<file path="src/rtl/core/pmd_pkg.sv">
// shared types and constants for the ps/2 mouse packet decoder
`timescale 1ns / 1ps
package pmd_pkg;

	localparam int QDEPTH = 2;
	localparam int QPTR_W = $clog2(QDEPTH);
	localparam int QCNT_W = $clog2(QDEPTH + 1);

	localparam logic [2:0] WHEEL_LEN = 3'd4;
	localparam logic [2:0] RESET_LEN = 3'd3;

	localparam int EV_W = 5;
	localparam int EV_MOTION = 0;
	localparam int EV_LEFT   = 1;
	localparam int EV_RIGHT  = 2;
	localparam int EV_MIDDLE = 3;
	localparam int EV_WHEEL  = 4;

	typedef enum logic [1:0] {
		KIND_MOTION  = 2'd0,
		KIND_PRESS   = 2'd1,
		KIND_RELEASE = 2'd2,
		KIND_WHEEL   = 2'd3
	} kind_t;

	typedef enum logic [1:0] {
		BTN_NONE   = 2'd0,
		BTN_LEFT   = 2'd1,
		BTN_RIGHT  = 2'd2,
		BTN_MIDDLE = 2'd3
	} button_t;

	typedef struct packed {
		logic signed [8:0] dx;
		logic signed [9:0] dy;
		logic [2:0]        buttons;
		logic signed [3:0] wheel;
		logic [EV_W-1:0]   mask;
	} packet_t;

	typedef struct packed {
		logic full;
		logic empty;
	} q_status_t;

endpackage

</file>
<file path="src/rtl/core/pmd_front.sv">
// front end: byte collection, resync and packet classification
`timescale 1ns / 1ps
module pmd_front import pmd_pkg::*; (
	input  logic       clk,
	input  logic       arst_n,
	input  logic       cfg_we,
	input  logic [2:0] cfg_wdata,
	input  logic       in_fire,
	input  logic [7:0] data_byte,
	input  logic       byte_error,
	output logic       push,
	output packet_t    push_pkt
);

	logic [2:0] packet_length_q;
	logic [1:0] byte_count_q;
	logic [7:0] b0_q, b1_q, b2_q;
	logic [2:0] button_state_q;

	logic       wheel_mode;
	logic       take;
	logic       done;
	logic [7:0] byte2;
	logic signed [8:0] dy9;

	assign wheel_mode = (packet_length_q == WHEEL_LEN);
	assign take = in_fire && !byte_error && !(byte_count_q == 2'd0 && !data_byte[3]);
	assign done = take && (wheel_mode ? (byte_count_q == 2'd3) : (byte_count_q == 2'd2));
	assign byte2 = (byte_count_q == 2'd2) ? data_byte : b2_q;
	assign dy9 = {b0_q[5], byte2};

	always_comb begin
		push_pkt.dx = {b0_q[4], b1_q};
		push_pkt.dy = -{dy9[8], dy9};
		push_pkt.buttons = b0_q[2:0];
		push_pkt.wheel = data_byte[3:0];
		push_pkt.mask[EV_MOTION] = (push_pkt.dx != 9'sd0) || (push_pkt.dy != 10'sd0);
		push_pkt.mask[EV_LEFT]   = b0_q[0] ^ button_state_q[0];
		push_pkt.mask[EV_RIGHT]  = b0_q[1] ^ button_state_q[1];
		push_pkt.mask[EV_MIDDLE] = b0_q[2] ^ button_state_q[2];
		push_pkt.mask[EV_WHEEL]  = wheel_mode && (data_byte[3:0] != 4'd0);
	end

	assign push = done && (push_pkt.mask != '0);

	always_ff @(posedge clk or negedge arst_n) begin
		if (!arst_n) begin
			packet_length_q <= RESET_LEN;
			byte_count_q <= 2'd0;
			button_state_q <= 3'd0;
		end else if (cfg_we) begin
			packet_length_q <= cfg_wdata;
			byte_count_q <= 2'd0;
		end else if (take) begin
			if (done) begin
				byte_count_q <= 2'd0;
				button_state_q <= b0_q[2:0];
			end else begin
				byte_count_q <= byte_count_q + 2'd1;
			end
		end
	end

	always_ff @(posedge clk) begin
		if (take) begin
			unique case (byte_count_q)
				2'd0: b0_q <= data_byte;
				2'd1: b1_q <= data_byte;
				2'd2: b2_q <= data_byte;
				default: ;
			endcase
		end
	end

endmodule

</file>
<file path="src/rtl/core/pmd_queue.sv">
// short packet queue between front and back ends
`timescale 1ns / 1ps
module pmd_queue import pmd_pkg::*; (
	input  logic      clk,
	input  logic      arst_n,
	input  logic      push,
	input  packet_t   push_pkt,
	input  logic      pop,
	output packet_t   head,
	output q_status_t status
);

	packet_t            mem_q [QDEPTH];
	logic [QPTR_W-1:0]  wr_ptr_q, rd_ptr_q;
	logic [QCNT_W-1:0]  count_q;

	assign status.full  = (count_q == QCNT_W'(QDEPTH));
	assign status.empty = (count_q == '0);
	assign head = mem_q[rd_ptr_q];

	always_ff @(posedge clk or negedge arst_n) begin
		if (!arst_n) begin
			wr_ptr_q <= '0;
			rd_ptr_q <= '0;
			count_q <= '0;
		end else begin
			if (push) begin
				wr_ptr_q <= (wr_ptr_q == QPTR_W'(QDEPTH - 1)) ? '0 : wr_ptr_q + 1'b1;
			end
			if (pop) begin
				rd_ptr_q <= (rd_ptr_q == QPTR_W'(QDEPTH - 1)) ? '0 : rd_ptr_q + 1'b1;
			end
			unique case ({push, pop})
				2'b10:   count_q <= count_q + 1'b1;
				2'b01:   count_q <= count_q - 1'b1;
				default: count_q <= count_q;
			endcase
		end
	end

	always_ff @(posedge clk) begin
		if (push) begin
			mem_q[wr_ptr_q] <= push_pkt;
		end
	end

endmodule

</file>
<file path="src/rtl/core/pmd_back.sv">
// back end: expands one packet into its event beats
`timescale 1ns / 1ps
module pmd_back import pmd_pkg::*; (
	input  logic              clk,
	input  logic              arst_n,
	input  packet_t           head,
	input  q_status_t         status,
	output logic              pop,
	output logic              out_valid,
	input  logic              out_ready,
	output kind_t             out_kind,
	output button_t           out_button,
	output logic signed [8:0] out_dx,
	output logic signed [9:0] out_dy,
	output logic              out_last
);

	packet_t          cur_q;
	logic [EV_W-1:0]  mask_q;
	logic             valid_q;
	kind_t            kind_q;
	button_t          button_q;
	logic signed [8:0] dx_q;
	logic signed [9:0] dy_q;
	logic             last_q;

	logic             advance;
	logic [EV_W-1:0]  pick;
	logic [EV_W-1:0]  mask_next;
	kind_t            kind_d;
	button_t          button_d;
	logic signed [8:0] dx_d;
	logic signed [9:0] dy_d;

	assign advance = (mask_q != '0) && (!valid_q || out_ready);
	assign pick = mask_q & (~mask_q + 1'b1);
	assign mask_next = mask_q & ~pick;
	assign pop = !status.empty && ((mask_q == '0) || (advance && mask_next == '0));

	always_comb begin
		kind_d = KIND_MOTION;
		button_d = BTN_NONE;
		dx_d = '0;
		dy_d = '0;
		priority if (pick[EV_MOTION]) begin
			dx_d = cur_q.dx;
			dy_d = cur_q.dy;
		end else if (pick[EV_LEFT]) begin
			kind_d = cur_q.buttons[0] ? KIND_PRESS : KIND_RELEASE;
			button_d = BTN_LEFT;
		end else if (pick[EV_RIGHT]) begin
			kind_d = cur_q.buttons[1] ? KIND_PRESS : KIND_RELEASE;
			button_d = BTN_RIGHT;
		end else if (pick[EV_MIDDLE]) begin
			kind_d = cur_q.buttons[2] ? KIND_PRESS : KIND_RELEASE;
			button_d = BTN_MIDDLE;
		end else begin
			kind_d = KIND_WHEEL;
			dy_d = 10'(cur_q.wheel);
		end
	end

	always_ff @(posedge clk or negedge arst_n) begin
		if (!arst_n) begin
			mask_q <= '0;
			valid_q <= 1'b0;
		end else begin
			if (pop) begin
				mask_q <= head.mask;
			end else if (advance) begin
				mask_q <= mask_next;
			end
			if (advance) begin
				valid_q <= 1'b1;
			end else if (out_ready) begin
				valid_q <= 1'b0;
			end
		end
	end

	always_ff @(posedge clk) begin
		if (pop) begin
			cur_q <= head;
		end
		if (advance) begin
			kind_q <= kind_d;
			button_q <= button_d;
			dx_q <= dx_d;
			dy_q <= dy_d;
			last_q <= (mask_next == '0);
		end
	end

	assign out_valid = valid_q;
	assign out_kind = kind_q;
	assign out_button = button_q;
	assign out_dx = dx_q;
	assign out_dy = dy_q;
	assign out_last = last_q;

endmodule

</file>
<file path="src/rtl/core/ps2_mouse_packet_decoder.sv">
// top level of the ps/2 mouse packet decoder
// one byte beat per cycle while the packet queue has room
// events leave one per cycle while m_tready is high; a packet of n events leaves as n beats
// a packet is queued with its last byte, then loaded into the back end, then its first event is registered
// reset: packet length 3, byte count zero, all buttons released, queue and output empty
`timescale 1ns / 1ps
module ps2_mouse_packet_decoder import pmd_pkg::*; (
	input  logic        clk,
	input  logic        arst_n,
	input  logic        cfg_we,
	input  logic [2:0]  cfg_wdata,
	input  logic        s_tvalid,
	output logic        s_tready,
	input  logic [7:0]  s_tdata,  // data_byte[7:0]
	input  logic        s_tuser,  // byte_error
	output logic        m_tvalid,
	input  logic        m_tready,
	output logic [23:0] m_tdata,  // button_id[1:0], delta_x[10:2], delta_y[20:11], zero pad
	output logic [1:0]  m_tuser,  // event_kind[1:0]
	output logic        m_tlast
);

	logic      push, pop;
	packet_t   push_pkt, head;
	q_status_t status;
	kind_t     kind;
	button_t   button;
	logic signed [8:0] dx;
	logic signed [9:0] dy;

	assign s_tready = !status.full;

	pmd_front u_front (
		.clk        (clk),
		.arst_n     (arst_n),
		.cfg_we     (cfg_we),
		.cfg_wdata  (cfg_wdata),
		.in_fire    (s_tvalid && s_tready),
		.data_byte  (s_tdata),
		.byte_error (s_tuser),
		.push       (push),
		.push_pkt   (push_pkt)
	);

	pmd_queue u_queue (
		.clk      (clk),
		.arst_n   (arst_n),
		.push     (push),
		.push_pkt (push_pkt),
		.pop      (pop),
		.head     (head),
		.status   (status)
	);

	pmd_back u_back (
		.clk        (clk),
		.arst_n     (arst_n),
		.head       (head),
		.status     (status),
		.pop        (pop),
		.out_valid  (m_tvalid),
		.out_ready  (m_tready),
		.out_kind   (kind),
		.out_button (button),
		.out_dx     (dx),
		.out_dy     (dy),
		.out_last   (m_tlast)
	);

	assign m_tdata = {3'b000, dy, dx, button};
	assign m_tuser = kind;

	a_no_push_full: assert property (@(posedge clk) disable iff (!arst_n)
		!(push && status.full))
		else $error("packet pushed into full queue");

	a_no_pop_empty: assert property (@(posedge clk) disable iff (!arst_n)
		!(pop && status.empty))
		else $error("packet popped from empty queue");

	a_button_beat: assert property (@(posedge clk) disable iff (!arst_n)
		m_tvalid && (kind == KIND_PRESS || kind == KIND_RELEASE)
		|-> button != BTN_NONE && dx == 9'sd0 && dy == 10'sd0)
		else $error("button beat with bad payload");

	a_motion_beat: assert property (@(posedge clk) disable iff (!arst_n)
		m_tvalid && kind == KIND_MOTION |-> button == BTN_NONE && (dx != 9'sd0 || dy != 10'sd0))
		else $error("motion beat with bad payload");

endmodule

</file>
<file path="config.mk">
export PLATFORM = sky130hd
export DESIGN_NAME = ps2_mouse_packet_decoder
export DESIGN_NICKNAME = d
export VERILOG_FILES = /design/src/rtl/core/pmd_pkg.sv /design/src/rtl/core/pmd_front.sv /design/src/rtl/core/pmd_queue.sv /design/src/rtl/core/pmd_back.sv /design/src/rtl/core/ps2_mouse_packet_decoder.sv
export SDC_FILE = /design/constraint.sdc
export NUM_CORES = 1
export LEC_CHECK = 0
export ABC_AREA = 1
export BUFFER_PORTS_ARGS = -buffer_cell sky130_fd_sc_hd__buf_2
export CAP_MARGIN = 20
export CORE_ASPECT_RATIO = 0.6
export CORE_MARGIN = 5
export CORE_UTILIZATION = 45
export CTS_BUF_LIST = sky130_fd_sc_hd__clkbuf_16
export DETAILED_ROUTE_END_ITERATION = 7
export SLEW_MARGIN = 5
export SYNTH_ARGS = -nofsm -noshare
export SYNTH_HDL_FRONTEND = slang
export SYNTH_HIERARCHICAL = 1
export SYNTH_SLANG_ARGS = --single-unit
export TNS_END_PERCENT = 100
</file>
<file path="constraint.sdc">
create_clock -name clk -period 4.79 [get_ports clk]
set_input_delay 0.479 -clock clk [delete_from_list [all_inputs] [get_ports clk]]
set_output_delay 0.479 -clock clk [all_outputs]
set_load 0.02 [all_outputs]
</file>
; ---- Yosys cells after proc, flatten, opt, wreduce, memory -nomap -nowiden
; Memory sizes are Yosys's and may differ from the RTL's.
; Cells that the tools add are included.
[classes]
n_eq_ne = 7
n_addsub = 7
mux = 27
n_reduce_logical = 36
n_bitwise = 8
[op_table]
columns = op, count
row1 = $mux W10, 4
row2 = $mux W2, 11
row3 = $and A5 B5 Y5, 2
row4 = $logic_and A1 B1 Y1, 10
row5 = $logic_not A5 Y1, 2
row6 = $mux W5, 2
row7 = $neg A10 Y10, 1
row8 = $not A5 Y5, 2
row9 = $reduce_bool A10 Y1, 1
row10 = $reduce_bool A5 Y1, 2
row11 = $reduce_bool A9 Y1, 1
row12 = $eq A2 B2 Y1 const B, 4
row13 = $mux W1, 8
row14 = $mux W8, 1
row15 = $reduce_bool A2 Y1, 4
row16 = $logic_not A1 Y1, 6
row17 = $add A5 B1 Y5 const B, 1
row18 = $add A2 B1 Y2 const B, 2
row19 = $eq A2 B1 Y1 const B, 2
row20 = $logic_not A2 Y1, 2
row21 = $pmux W2 S2, 1
row22 = $reduce_and A2 Y1, 2
row23 = $reduce_bool A4 Y1, 1
row24 = $eq A3 B3 Y1 const B, 1
row25 = other kinds (7), 12
[word_totals]
register_bits = 90
memories = 1
mem_bits_rw = 62
wordCells = 107
out_inout_bits = 29
[mem_list]
columns = name, words, word_bits, read_ports, rd_ports_with_merged_regs, write_ports, line_no
row1 = u_queue.mem_q, 2, 31, 1, 0, 1, pmd_queue.sv:13  ; packet_t mem_q [QDEPTH];

; ---- Longest topological paths before layout
; Gate-level depths: netlist of run 1.
[logic_depth]
ltp_word = 11
ltp_mapped = 24
mapped_depth_nobuf = 23

; ---- Cells and area by module
; The synthesis of run 1 kept the hierarchy.
[modules_own_cells]
columns = mod, n_inst, area_per_inst_um2, cells_per_inst, seq_area_each_um2
row1 = pmd_queue, 1, 2646.3, 186, 1961.9
row2 = pmd_back, 1, 2098.3, 154, 1651.6
row3 = pmd_front, 1, 1861.8, 201, 833.3
row4 = ps2_mouse_packet_decoder, 1, 40.0, 7, 0.0

; ---- Worst setup path after synthesis of run 1
; Ideal clock, no wire load.
[synth_timing]
kind = reg-to-reg
start = reg u_front.byte_count_q[0]
end = mem u_queue/mem_q[0][0] (netlist bit) (enable)
path_buffers = 2
path_stages_with_launch = 20
setup_time_ns = 0.419
t_required_ns = 4.371
arrival_time_ns = 3.334
setup_slack_ns = 1.037
path_cell_list = dfrtp_1 inv_1 ha_1 buf_6 buf_12 nand2_1 o21ai_2 ha_1 nand3_4 nor2_4 nand3_1 nand2_1 nand2_1 nand2_1 nor2_2 nand3_1 nand2_1 inv_1 inv_1 nor2_1
[synth_via]
elab_chain_cells = 9
elab_cells_between_ends = 16
classes_between = add/sub (1) / eq/ne (2) / mux (4) / reduce/logical (9)
[synth_lines]
columns = element, line_no
row1 = from (decl), pmd_front.sv:16  ; logic [1:0] byte_count_q;
row2 = from (signal assigned), pmd_front.sv:59  ; byte_count_q <= byte_count_q + 2'd1;
row3 = $eq A2 B2 Y1, "pmd_front.sv:28, pmd_front.sv:29"
row4 = $mux W8, pmd_front.sv:29  ; assign byte2 = (byte_count_q == 2'd2) ? data_byte : b2_q;
row5 = $neg A10 Y10, pmd_front.sv:34  ; push_pkt.dy = -{dy9[8], dy9};
row6 = $reduce_bool A10 Y1, pmd_front.sv:37  ; push_pkt.mask[EV_MOTION] = (push_pkt.dx != 9'sd0) || (push_pkt.dy != 10'sd0);
row7 = $logic_or A1 B1 Y1, pmd_front.sv:37
row8 = $reduce_bool A5 Y1, pmd_front.sv:44  ; assign push = done && (push_pkt.mask != '0);
row9 = $logic_and A1 B1 Y1 (*), pmd_front.sv:44
row10 = net push, ps2_mouse_packet_decoder.sv:23  ; logic push, pop;
row11 = $mux W1 (*), pmd_queue.sv:42  ; if (push) begin
row12 = $mux W1 (implied by the code) (*), pmd_queue.sv:43  ; mem_q[wr_ptr_q] <= push_pkt;
row13 = to (decl), pmd_queue.sv:13
; The timed path passes the listed nets; every way through them passes the cells marked *.

; ---- Worst setup path in the final report of run 1
[layout_timing]
start = reg u_front.byte_count_q[0]
end = mem u_queue/mem_q[0][29] (netlist bit) (enable)
; Same word-level chain as after synthesis.

==> impl_metrics.csv, run 1 <==
group,metric,value,unit
timing,post-route-period-util,0.768,
yosys,syn_area_per_cell,12.1,um^2
floorplanning,rows,34,
global_route,grt_use_met2,0.186,
timing,worst_slack,1.11,ns
cts,cts_buffer_depth,2,
route,vias,3770,
yosys,async_flop_share,0.119,
timing,finalClockSkew,0.0117,ns
global_route,grtUsageMet1,0.225,
timing,maxSlewViolCount,0,
cts,cts.repair.resized,0,
placed_design,io_buffers,42,
placed_design,dp_slack,1.14,ns
floorplanning,die_h,104,um
global_route,grt_max_degree,64,
timing,relSlewSlack,0.316,
pwr,power_leakage,3.20,nW
timing,hold_viol,0,
final_layout,layout.nets,615,
placed_design,gp_congestion,0.873,
route,drc,0,
floorplanning,die_area,17400,um^2
critical_path,cp_slowest_cell,"ha_1",
timing,setup_viol,0,
yosys,ys_seq_elements,151,
critical_path,critical_path.startpoint_type,"flop",
timing,rsz0062_at_grt,"no",
floorplanning,start_util,0.460,
pwr,powerDensity,581,nW/um^2
final_layout,drive_gt1_frac,0.267,
timing,tightest_slew,1.02,ns
yosys,synthXorXnorAreaFrac,0.0104,
critical_path,critPathRequiredTime,4.86,ns
route,routedWlPerCell,14.8,um
route,ant_nets,0,
timing,setup_tns,0,ns
critical_path,crit_path_cell_trace,"inv_1 -> ha_1 -> nand2_1 -> nand2_1 -> ha_1 -> nand3_4 -> nor2_4 -> nand3_1 -> nand2_1 -> nand2_1 -> nand2_1 -> nor2_2 -> nand3_1 -> nand2_1 -> inv_1 -> inv_1 -> nor2_2 -> buf_4",
timing,hold_slack,0.0125,ns
placed_design,dp_hpwl,8390,um
yosys,synth_cell_types,42,
global_route,antenna_found_initial,0,
yosys,synthCells,548,
timing,max_freq,272,MHz
yosys,ys.flop_type,"edfxtp_1",
pwr,vdd_drop_max,0.307,mV
route,dr.pass1.iters,4,
critical_path,crit_type,"flop to flop",
final_layout,postLayoutCellArea,7490,um^2
route,vias_per_cell,4.70,
timing,min_period,3.68,ns
yosys,ys.warnings.count,6,
final_layout,antennaDiodeCount,0,
critical_path,cp_common_cell,"nand2_1",
global_route,track_usage,0.143,
final_layout,final_cell_mix,"edfxtp_1, nand2_1, inv_1",
floorplanning,core_region_area,14500,um^2
yosys,synth_edf_count,133,
final_layout,layout_commonest_cell,"edfxtp_1",
global_route,grt_pass1_wl,19200,um
cts,post_cts_buffers,0,
global_route,grt.busiest_layer,"met1",
yosys,synth_adder_area_share,0.0132,
yosys,synth_top_family_by_area,"simple AND/OR/NAND/NOR gates",
placed_design,dpl_cell_area,6920,um^2
cts,htreeDepth,4,
yosys,ys_seq_area_frac,0.669,
cts,clock_latency,0.41,ns
cts,cts.sinks,151,
cts,cts_buffers,17,
global_route,grt_pass1_vias,3622,
yosys,syn_area,6650,um^2
yosys,yosys.area_share.simple,0.151,
cts,cts-root-buf,"clkbuf_16",
cts,clk_pin_slew,0.06,ns
cts,cts_tree,"built",
critical_path,crit_arrival,3.75,ns
final_layout,nFillCells,1265,
final_layout,area_delta_synth_final,12.7,%
yosys,synth-compound-area-share,0.0593,
critical_path,rrSetupSlack,1.11,ns
cts,ctsHoldBuffers,0,
critical_path,critPathMaxFanout,27,
outcome,outcome,"complete, no violations",
critical_path,critPathMaxStageDelay,0.68,ns
yosys,muxShareOfSynthArea,0.00678,
global_route,grt_overflow,0,
critical_path,cp-end-kind,"flop",
route,drt_first_iter_violations,239,
hold_path,hold_path.class,"primary input to asynchronous set/reset pin",
floorplanning,die_w,167,um
run,maxCapViolCount,0,
floorplanning,ios,46,
route,drt_wl_total,11900,um
pwr,power,4.35,mW
global_route,grtUsageMet3,0.0387,
==> cell usage after synthesis, types with 3 or more instances <==
| master | instances | share of area |
|---|---|---|
| dfrtp_1 | 16 | 0.060 |
| inv_1 | 92 | 0.052 |
| nand3_2 | 5 | 0.0075 |
| nand2_1 | 121 | 0.068 |
| nor2_2 | 8 | 0.0075 |
| nand2_2 | 16 | 0.015 |
| a22o_1 | 3 | 0.0040 |
| o21ai_1 | 5 | 0.0038 |
| nor2_1 | 21 | 0.012 |
| ha_1 | 7 | 0.013 |
| o21ai_2 | 32 | 0.042 |
| xor2_1 | 5 | 0.0066 |
| o21ai_0 | 5 | 0.0038 |
| nor2_4 | 3 | 0.0051 |
| mux2_1 | 3 | 0.0051 |
| edfxtp_1 | 133 | 0.60 |
| buf_4 | 12 | 0.014 |
| nand2_4 | 7 | 0.012 |
| nand3_1 | 20 | 0.015 |
| buf_6 | 7 | 0.012 |
| inv_2 | 3 | 0.0017 |
==> worst paths after layout <==
kind	from	to	cells after the start
worst min register to register	u_front/b1_q[0]	u_queue/mem_q[1][22]	0
worst min-delay path	arst_n	u_back/mask_q[3]	1
worst max register to register	u_front/byte_count_q[0]	u_queue/mem_q[0][29]	18
worst max-delay path	u_front/byte_count_q[0]	u_queue/mem_q[0][29]	18
max in group asynchronous	arst_n	u_queue/rd_ptr_q	1
min in group clk	s_tdata[7]	u_front/b1_q[7]	1
==> state kept, by name (all words and copies together) (netlist names), 2 cells and up <==
register,count
u_back/out_dx,9
u_back/out_kind,2
u_front/byte_count_q,2
u_front/packet_length_q,3
u_back/cur_q,26
u_front/b1_q,8
u_back/out_dy,10
u_front/b0_q,5
u_queue/mem_q,62
u_back/out_button,2
u_queue/count_q,2
u_back/mask_q,5
u_front/button_state_q,3
u_front/b2_q,8
==> per-stage QoR <==
step            util  std cells
6_report       0.518        802
3_3_place_gp   0.478        770
5_1_grt        0.518        802
3_5_place_dp   0.478        770
4_1_cts        0.518        802
2_1_floorplan      -        550
==> cells by family after synthesis <==
| group | count (synthesis) |
|---|---|
| mux | 4 |
| simple gates | 208 |
| fa+ha+maj | 7 |
| compound gates | 50 |
| buf+inv | 120 |
| other cells | 1 |
| xor+xnor | 7 |
| flops | 151 |
==> critical path: cells and delay by family (launching register included) <==
family | cells | cell delay, ns
simple gates | 12 | 1.29
flops | 1 | 0.42
fa+ha+maj | 2 | 0.95
buf+inv | 4 | 0.68
==> report_power, final <==
group | internal [mW] | switching, mW
Combinational | 0.326 | 0.777
Clock | 0.767 | 0.517
Sequential | 1.86 | 0.109
Total | 2.95 | 1.40
==> cell type report <==
class | count | area [um^2] | area share
timing repair buffer | 46 | 240 | 0.0321
clock buffer | 17 | 425 | 0.0568
multi-input combinational | 279 | 1620 | 0.216
clock inverter | 15 | 151 | 0.0202
sequential | 151 | 4450 | 0.594
tap | 198 | 248 | 0.0331
inverter | 96 | 365 | 0.0488
==> routing by layer <==
layer | wire [um] | share of wire
met1 | 6160 | 0.52
met4 | 123 | 0.010
met2 | 4740 | 0.40
met5 | 0 | 0
met3 | 833 | 0.070
(Power assumes the default switching activity.)
==> run 2: changes to the inputs <==
==> constraint.sdc (replaced) <==
create_clock -name clk -period 3.7 [get_ports clk]
set_input_delay 0.37 -clock clk [delete_from_list [all_inputs] [get_ports clk]]
set_output_delay 0.37 -clock clk [all_outputs]
set_load 0.02 [all_outputs]
==> run 2 against run 1 <==
Cell area up 0.53%. Critical endpoint is now u_queue/mem_q[0][19]. First-iteration DRC count up 7.1%. Critical path type unchanged. Fmax is 14% higher. Combinational power is 25% higher. Hold slack better by 0.15 ns. Utilization is 0.28 points higher. Setup slack got worse by 0.63 ns. Largest cell class unchanged. Wire length fell by 1.1%. Sequential power up 34%.
==> impl_metrics.csv, run 2 (same netlist as run 1, synthesis figures left out) <==
group,metric,value,unit
pwr,clkPwrFrac,0.300,
timing,finalClockSkew,0.0106,ns
route,drc,0,
global_route,grt_overflow,0,
final_layout,area_delta_synth_final,13.3,%
critical_path,startpoint,"u_front/byte_count_q[0]",
pwr,switchingPower,1.87,mW
critical_path,critical_path.startpoint_type,"flop",
critical_path,cp-end-kind,"flop",
cts,htreeDepth,4,
timing,min_period,3.22,ns
cts,clock_latency,0.42,ns
floorplanning,die_area,17400,um^2
timing,rsz0062_at_grt,"no",
timing,relSlewSlack,0.395,
critical_path,rrSetupSlack,0.48,ns
critical_path,crit_type,"flop to flop",
run,maxCapViolCount,0,
pwr,power_leakage,3.23,nW
final_layout,largest_register_ffs,62,
route,vias,3756,
route,ant_nets,0,
critical_path,critPathRequiredTime,3.76,ns
placed_design,gp_congestion,0.848,
critical_path,crit_end,"u_queue/mem_q[0][19]",
global_route,grt_max_degree,42,
global_route,grt_pass1_wl,18800,um
final_layout,layout.nets,618,
cts,cts_tree,"built",
final_layout,layout_commonest_cell,"edfxtp_1",
cts,post_cts_buffers,0,
route,routedWlPerCell,14.6,um
critical_path,r2r_end,"u_queue/mem_q[0][19]",
cts,cts_buffers,17,
pwr,seqPwrFrac,0.460,
timing,setup_tns,0,ns
final_layout,largest-register,"u_queue/mem_q",
route,vias_per_cell,4.67,
outcome,outcome,"complete, no violations",
critical_path,r2r_start,"u_front/byte_count_q[0]",
pwr,pwr-share-comb,0.240,
hold_path,hold_path.class,"primary input to flop",
placed_design,io_buffers,42,
final_layout,nFillCells,1242,
final_layout,antennaDiodeCount,0,
final_layout,drive_gt1_frac,0.272,
cts,cts_buffer_depth,2,
route,drt_first_iter_violations,256,
global_route,grt_pass1_vias,3475,
floorplanning,start_util,0.460,
floorplanning,core_region_area,14500,um^2
floorplanning,die_w,167,um
cts,cts.repair.resized,0,
global_route,track_usage,0.142,
floorplanning,ios,46,
pwr,p_int,3.83,mW
cts,cts-root-buf,"clkbuf_16",
timing,tightest_slew,0.907,ns
floorplanning,rows,34,
cts,cts.sinks,151,
global_route,antenna_found_initial,0,
timing,post-route-period-util,0.869,
route,drt_wl_total,11700,um
critical_path,crit_arrival,3.28,ns
cts,clk_pin_slew,0.06,ns
critical_path,reg2regPathDepth,19,
pwr,vdd_drop_max,0.321,mV
placed_design,dp_hpwl,8340,um
timing,maxSlewViolCount,0,
pwr,swShare,0.328,
critical_path,critPathMaxFanout,31,
floorplanning,die_h,104,um
timing,setup_viol,0,
timing,max_freq,311,MHz
cts,ctsHoldBuffers,1,
pwr,powerDensity,758,nW/um^2
timing,hold_slack,0.160,ns
final_layout,final_cell_mix,"edfxtp_1, nand2_1, inv_1",
route,dr.pass1.iters,4,
final_layout,final_util,0.521,
timing,hold_viol,0,
-- run 2: cell types whose count changed in the layout (fill, tap and decap cells not counted), sizes merged --
cell and delta:
clkinvlp -2, buf +2, inv +2, dlygate4sd3 +1
-- run 2: worst min path at each step --
stage / end / depth (start not counted) / slack [ns] / start
2_1_floorplan: u_back/mask_q[0] / 0 / 0.07 / arst_n
5_1_grt: u_front/b1_q[7] / 1 / 0.14 / s_tdata[7]
6_report: u_front/b1_q[7] / 1 / 0.16 / s_tdata[7]
3_5_place_dp: u_back/mask_q[2] / 1 / 0.34 / arst_n
3_3_place_gp: u_back/mask_q[2] / 1 / 0.34 / arst_n
4_1_cts: u_front/b1_q[7] / 1 / 0.14 / s_tdata[7]
-- run 2: final cells by class --
class	count	area, um^2	share of cell area
Tap cell	198	248	0.0329
Clock inverter	15	166	0.0221
Clock buffer	17	425	0.0565
Multi-Input combinational cell	279	1620	0.214
Timing Repair Buffer	49	265	0.0352
Inverter	96	365	0.0485
Sequential cell	151	4450	0.590
-- run 2: metal layers --
layer	global-route usage	vias to the layer above	wire length [um]
met5	0	-	0
met4	0.0385	0	80
met3	0.0475	8	751
met2	0.180	101	4580
met1	0.227	1761	6330
li1	-	1886	-
-- run 2: through the flow --
stage	total power, mW	std cells	worst slack [ns]	cell area, um^2
2_1_floorplan	3.68	550	0.468	6660
3_3_place_gp	4.00	772	0.632	6930
4_1_cts	5.77	805	0.468	7530
6_report	5.71	805	0.484	7530
5_1_grt	6.02	805	0.161	7530
3_5_place_dp	4.05	772	0.486	6930
-- run 2: worst max-delay path, stage by stage (launching register included) --
cell	delay, ns
dfrtp_1	0.40
inv_1	0.09
ha_1	0.35
inv_6	0.19
nand2_1	0.07
nand2_1	0.18
ha_1	0.28
nand3_4	0.12
nor2_4	0.11
nand3_1	0.08
nand2_1	0.06
nand2_1	0.07
nand2_1	0.08
nor2_2	0.04
nand3_1	0.07
nand2_1	0.05
inv_1	0.10
inv_1	0.07
nor2_2	0.07
buf_4	0.38
-- run 2: power groups by stage --
stage / logic [mW] / registers [mW] / clock network [mW]
2_1_floorplan: 0.944 / 2.73 / 0
3_3_place_gp: 1.35 / 2.65 / 0
3_5_place_dp: 1.38 / 2.67 / 0
4_1_cts: 1.38 / 2.63 / 1.76
5_1_grt: 1.51 / 2.67 / 1.84
6_report: 1.37 / 2.62 / 1.71
